--- config.mk ---
export PLATFORM = sky130hd
export DESIGN_NAME = bbm_hostregs
export DESIGN_NICKNAME = d
export VERILOG_FILES = /design/src/hdl/bbm_pkg.sv /design/src/hdl/bbm_hostregs.sv
export SDC_FILE = /design/constraint.sdc
export NUM_CORES = 1
export LEC_CHECK = 0
export ABC_AREA = 1
export BUFFER_PORTS_ARGS = -buffer_cell sky130_fd_sc_hd__buf_4
export CAP_MARGIN = 20
export CORE_ASPECT_RATIO = 1.4
export CORE_MARGIN = 5
export CORE_UTILIZATION = 40
export CTS_CLUSTER_SIZE = 16
export DETAILED_ROUTE_END_ITERATION = 6
export PLACE_DENSITY = 0.61
export SYNTH_ARGS = -nofsm -noshare
export SYNTH_HDL_FRONTEND = slang
export SYNTH_SLANG_ARGS = --single-unit
--- constraint.sdc ---
create_clock -name clk -period 4.2 [get_ports clk]
set_input_delay 0.21 -clock clk [delete_from_list [all_inputs] [get_ports clk]]
set_output_delay 0.21 -clock clk [all_outputs]
set_load 0.02 [all_outputs]
--- src/hdl/bbm_pkg.sv ---
// Shared types, constants and helpers for the banked bus memory.
`default_nettype none

package bbm_pkg;

  // Geometry
  localparam int ADDR_BITS      = 18;
  localparam int BLOCK_SHIFT    = 12;
  localparam int WORD_ADDR_BITS = ADDR_BITS - 1;
  localparam int WORD_COUNT     = 1 << WORD_ADDR_BITS;
  localparam int BLOCK_BITS     = ADDR_BITS - BLOCK_SHIFT;
  localparam int MASK_BITS      = 62;
  localparam int MASK_HI_BITS   = MASK_BITS - 32;

  localparam logic [31:0] ID_VALUE        = 32'h424D_2005;
  localparam logic [31:0] BAD_INDEX_VALUE = 32'hDEAD_BEEF;

  // Input commands
  typedef enum logic [2:0] {
    CMD_REG_RD  = 3'd0,
    CMD_REG_WR  = 3'd1,
    CMD_BUS_RD  = 3'd2,
    CMD_WORD_WR = 3'd3,
    CMD_BYTE_WR = 3'd4
  } cmd_e;

  // Register indexes
  localparam logic [3:0] REG_ID      = 4'd0;
  localparam logic [3:0] REG_MASK_LO = 4'd1;
  localparam logic [3:0] REG_MASK_HI = 4'd2;
  localparam logic [3:0] REG_ADDR    = 4'd3;
  localparam logic [3:0] REG_DATA    = 4'd4;

  // Actions carried in bits 31..29 of an address register write
  localparam logic [2:0] ACT_LO_BYTE = 3'd1;
  localparam logic [2:0] ACT_HI_BYTE = 3'd2;
  localparam logic [2:0] ACT_WORD    = 3'd3;
  localparam logic [2:0] ACT_READ    = 3'd4;

  typedef enum logic {
    ST_IDLE,
    ST_READ
  } state_t;

  // One access to the word store
  typedef struct packed {
    logic                      en;
    logic                      we;
    logic [1:0]                be;
    logic [WORD_ADDR_BITS-1:0] addr;
    logic [15:0]               wdata;
  } mem_req_t;

  // Decoded outcome of the item being accepted
  typedef struct packed {
    logic        mem_rd;     // result waits for the store's read data
    logic        to_staged;  // read data goes to staged data, not the bus
    logic        ack;
    logic [31:0] reg_rdata;
  } dec_t;

  // Block reachable from the bus: only the block's own enable bit counts
  function automatic logic blk_enabled(input logic [MASK_BITS-1:0] mask,
                                       input logic [ADDR_BITS-1:0] addr);
    logic [BLOCK_BITS-1:0] blk;
    logic                  hit;
    blk = addr[ADDR_BITS-1:BLOCK_SHIFT];
    hit = 1'b0;
    for (int i = 0; i < MASK_BITS; i++) begin
      if (32'(blk) == i) hit = mask[i];
    end
    return hit;
  endfunction

endpackage

`default_nettype wire

--- src/hdl/bbm_hostregs.sv ---
// Host registers, command decode and memory request generation.
`default_nettype none

module bbm_hostregs (
  input  wire logic              clk,
  input  wire logic              rst_n,
  input  wire logic              accept,
  input  wire logic [2:0]        command,
  input  wire logic [3:0]        reg_index,
  input  wire logic [31:0]       write_data,
  input  wire logic [17:0]       bus_addr,
  input  wire logic              load_staged,
  input  wire logic [15:0]       mem_rdata,
  output bbm_pkg::mem_req_t      mem_req,
  output bbm_pkg::dec_t          dec
);
  import bbm_pkg::*;

  logic [MASK_BITS-1:0] mask_r, mask_nxt;
  logic [ADDR_BITS-1:0] staged_addr_r, staged_addr_nxt;
  logic [15:0]          staged_data_r, staged_data_nxt;

  logic [ADDR_BITS-1:0] baddr;
  logic [ADDR_BITS-1:0] new_addr;
  logic [2:0]           action;
  logic                 enabled;

  assign baddr    = ADDR_BITS'(bus_addr);
  assign new_addr = ADDR_BITS'(write_data) & ~ADDR_BITS'(1);
  assign action   = write_data[31:29];
  assign enabled  = blk_enabled(mask_r, baddr);

  always_comb begin
    mask_nxt        = mask_r;
    staged_addr_nxt = staged_addr_r;
    staged_data_nxt = staged_data_r;
    mem_req         = '0;
    mem_req.addr    = baddr[ADDR_BITS-1:1];
    dec             = '0;

    unique case (command)
      CMD_REG_RD: begin
        unique case (reg_index)
          REG_ID:      dec.reg_rdata = ID_VALUE;
          REG_MASK_LO: dec.reg_rdata = mask_r[31:0];
          REG_MASK_HI: dec.reg_rdata = 32'(mask_r[MASK_BITS-1:32]);
          REG_ADDR:    dec.reg_rdata = 32'(staged_addr_r);
          REG_DATA:    dec.reg_rdata = 32'(staged_data_r);
          default:     dec.reg_rdata = BAD_INDEX_VALUE;
        endcase
      end
      CMD_REG_WR: begin
        unique case (reg_index)
          REG_MASK_LO: mask_nxt[31:0] = write_data;
          REG_MASK_HI: mask_nxt[MASK_BITS-1:32] = write_data[MASK_HI_BITS-1:0];
          REG_ADDR: begin
            staged_addr_nxt = new_addr;
            mem_req.addr    = new_addr[ADDR_BITS-1:1];
            mem_req.wdata   = staged_data_r;
            unique case (action)
              ACT_LO_BYTE: begin
                mem_req.en = 1'b1; mem_req.we = 1'b1; mem_req.be = 2'b01;
              end
              ACT_HI_BYTE: begin
                mem_req.en = 1'b1; mem_req.we = 1'b1; mem_req.be = 2'b10;
              end
              ACT_WORD: begin
                mem_req.en = 1'b1; mem_req.we = 1'b1; mem_req.be = 2'b11;
              end
              ACT_READ: begin
                mem_req.en    = 1'b1;
                dec.mem_rd    = 1'b1;
                dec.to_staged = 1'b1;
              end
              default: ;
            endcase
          end
          REG_DATA: staged_data_nxt = write_data[15:0];
          default: ;
        endcase
      end
      CMD_BUS_RD: begin
        if (enabled) begin
          mem_req.en = 1'b1;
          dec.mem_rd = 1'b1;
          dec.ack    = 1'b1;
        end
      end
      CMD_WORD_WR: begin
        if (enabled) begin
          mem_req.en    = 1'b1;
          mem_req.we    = 1'b1;
          mem_req.be    = 2'b11;
          mem_req.wdata = write_data[15:0];
          dec.ack       = 1'b1;
        end
      end
      CMD_BYTE_WR: begin
        if (enabled) begin
          mem_req.en    = 1'b1;
          mem_req.we    = 1'b1;
          mem_req.be    = baddr[0] ? 2'b10 : 2'b01;
          mem_req.wdata = {write_data[7:0], write_data[7:0]};
          dec.ack       = 1'b1;
        end
      end
      default: ;
    endcase

    // hold everything unless the item is taken now
    if (!accept) begin
      mask_nxt        = mask_r;
      staged_addr_nxt = staged_addr_r;
      staged_data_nxt = staged_data_r;
      mem_req.en      = 1'b0;
    end
    if (load_staged) staged_data_nxt = mem_rdata;
  end

  always_ff @(posedge clk) begin
    if (!rst_n) begin
      mask_r        <= '0;
      staged_addr_r <= '0;
      staged_data_r <= '0;
    end else begin
      mask_r        <= mask_nxt;
      staged_addr_r <= staged_addr_nxt;
      staged_data_r <= staged_data_nxt;
    end
  end

endmodule

`default_nettype wire

==> impl_metrics.yaml <==
synth:
  ys_types: 31
  synth_seq_cells: 95
  async_reset_ff_share_pct: 0
  yosysTopAreaCellShare_pct: 34.86
  synth_commonest_cells: "nand2_1, nor2_1, dfxtp_1, o21ai_0, nand3_1"
  synth.net_count: 950
  synth_most_common_cell: "nand2_1"
  synth.area.top_cells: "dfxtp_1, nand2_1, nor2_1"
  synth_edf_count: 0
  netlist_area_um2: 5455
  ys.flop_type: "dfxtp_1"
  synth_top_area_cell: "dfxtp_1"
  syn_area_per_cell_um2: 6.249
  synth_seq_area_share_pct: 34.86
  yosys_warnings: 0
  syn_inst: 873
die:
  die_area_um2: 16110
  ioPinCount: 149
  row_count: 50
  die_x_um: 108.7
  core_um2: 13390
  start_util_pct: 40.75
  die_h_um: 148.2
clocking:
  clockBufferDepth: 2
  cts.sinks: 95
  cts.root.buffer_cell: "clkbuf_16"
  cts_buffers: 9
  clk-insertion-delay-late_ns: 0.36
  path_clk_slew_ns: 0.08
  cts_tree: "yes"
  cts_max_level: 3
  ctsHoldBuffers: 0
critical_path:
  worstPathArrival_ns: 4.06
  reg2regPathDepth: 2
  cp-end-kind: "output pin"
  critPathMaxStageDelay_ns: 0.34
  path_max_fanout: 29
  r2r_start: "mask_r[10]"
  crit_path_end: "mem_req[35]"
  crit_start: "mask_r[0]"
  r2r_slack_ns: 3.47
  crit_path_start_kind: "register"
  slowest_stage: "dfxtp_2"
  worstSetupPathType: "reg2out"
  r2r-end: "mask_r[10]"
  cp.required_ns: 3.99
  timing.critical_path.mode_cell: "nand4_1"
detailed_routing:
  routed_wl_um: 23000
  firstDrtPassIters: 5
  ant_nets: 0
  wire_per_inst_um: 19.23
  vias: 6580
  via_per_inst: 5.502
  drt-initial-drc-count: 521
  drc: 0
sta:
  slew_headroom_pct: 36.58
  worstMarginPinSlew_ns: 0.9454
  finalWorstSetupSlack_ns: -0.06636
  hold_viol_final: 0
  max_freq_mhz: 234.4
  slew_violations: 0
  fin_tns_setup_ns: -0.9080
  clock_skew_ns: 0
  fin_crit_sh_pct: 101.6
  setup_viol: 22
  grt_setup_unrepaired: "true"
  period_needed_ns: 4.266
flow_run:
  drv_cap: 0
placed_design:
  placedCellCount: 1180
  placed_area_um2: 6842
  dp_slack_ns: -0.04286
  globalplace.congestion: 0.9615
  portBuffers: 148
  hpwl_um: 16870
layout:
  nets: 1086
  post-route-cell-area_um2: 7234
  diodes: 0
  synthToLayoutAreaGrowth_pct: 32.61
  drive_gt1_share_pct: 21.70
  final_cells: 1196
  fillers: 1468
power:
  ir_drop_uv: 172.8
  switching_power_mw: 0.6123
  leakage_nw: 3.229
  netSwitchingFraction_pct: 29.75
  seq_power_share_pct: 44.9
  p_int_mw: 1.446
  p_per_area_nw_per_um2: 284.5
  clkPwrFrac_pct: 39.8
  p_comb_share_pct: 15.3
grt:
  grt_pass1_wl_um: 35540
  antenna_found_initial: 0
  grt_max_degree: 77
  grt_use_total_pct: 28.54
  grt-ovfl-total: 0
  grt_pass1_vias: 6300
status:
  status: "finished, violations left"
  violations: "negative setup slack"
hold_path:
  hold_class: "in2reg"
power by group through the flow:
| stage | clock network, mW | logic, mW | registers (mW) |
|---|---|---|---|
| final | 0.818 | 0.315 | 0.925 |
| after global routing | 0.856 | 0.340 | 0.925 |
| after CTS | 0.824 | 0.312 | 0.924 |
| after detailed placement | 0 | 0.310 | 0.945 |
| after global placement | 0 | 0.311 | 0.945 |
| after floorplan | 0 | 0.141 | 0.940 |
per-layer routing:
metal  global-route usage, %  share of wire (%)  vias to the layer above
li1                        -                  -                     3240
met5                       0                  0                        -
met1                   34.40                 39                     3002
met2                   48.89                 50                      286
met3                   6.253                7.3                       52
met4                   11.31                3.6                        0
per-stage QoR:
step                util, %  power (mW)  hold slack, ns
finish                54.04       2.058         0.08116
global route          54.04       2.121         0.08554
CTS                   53.75       2.060         0.07900
detailed placement    51.10       1.255          0.4395
global placement      51.10       1.256          0.4351
floorplan                 -       1.081          0.3449
cell families after synthesis:
| group | Yosys count | share of synthesized area (%) |
|---|---|---|
| AND/OR/NAND/NOR | 457 | 36.28 |
| flip-flops | 95 | 34.86 |
| AO/OA/AOI/OAI | 193 | 19.79 |
| buffers and inverters | 128 | 9.060 |
layout by cell type (no fill, tap or decap), types with 3 or more instances in the layout:
cell type,instances
nand2_2,3
inv_1,65
inv_2,3
o21ai_0,92
nand3_2,7
nand4_1,46
a32oi_1,4
a41oi_1,12
nor4_1,8
a21oi_1,54
nor2_2,5
a221oi_1,6
clkbuf_16,9
inv_6,5
nand2_1,179
a31oi_1,19
clkinv_1,5
nand3_1,60
buf_4,163
nor2_1,135
buf_6,16
nor3_1,4
dfxtp_1,94
worst min-delay path by stage:
stage,startpoint,to,slack [ns],depth (start not counted)
final,write_data[22],mask_r[54],0.08,3
after CTS,write_data[22],mask_r[22],0.08,3
after floorplan,write_data[0],mask_r[0],0.34,2
after global routing,write_data[22],mask_r[22],0.09,3
after global placement,staged_addr_r[13],staged_addr_r[13],0.44,2
after detailed placement,staged_addr_r[13],staged_addr_r[13],0.44,2
critical path, delay by kind of cell (launching register included):
family / cells / cell delay (ns)
flops: 1 / 0.34
simple gates: 36 / 3.02
buf+inv: 2 / 0.34
timing repair:
item | 4_1_cts | 5_1_grt
setup endpoints to repair | 22 | 22
pin swaps | 0 | 0
resized for setup | 20 | 10
buffers inserted | 0 | 0
registers in the layout, summed over array words and instances, names as in the netlist:
signal         count
mask_r            62
staged_addr_r     17
staged_data_r     16
area by class of cell:
class                           instances  area (um2)  area share [%]
Clock inverter                          7       58.81          0.8129
Multi-Input combinational cell        650        3122           43.15
Tap cell                              182       227.7           3.148
Timing Repair Buffer                  180        1424           19.68
Sequential cell                        95        1903           26.31
Clock buffer                            9       225.2           3.113
Inverter                               73       274.0           3.788
Power figures use the tool's default switching activity.
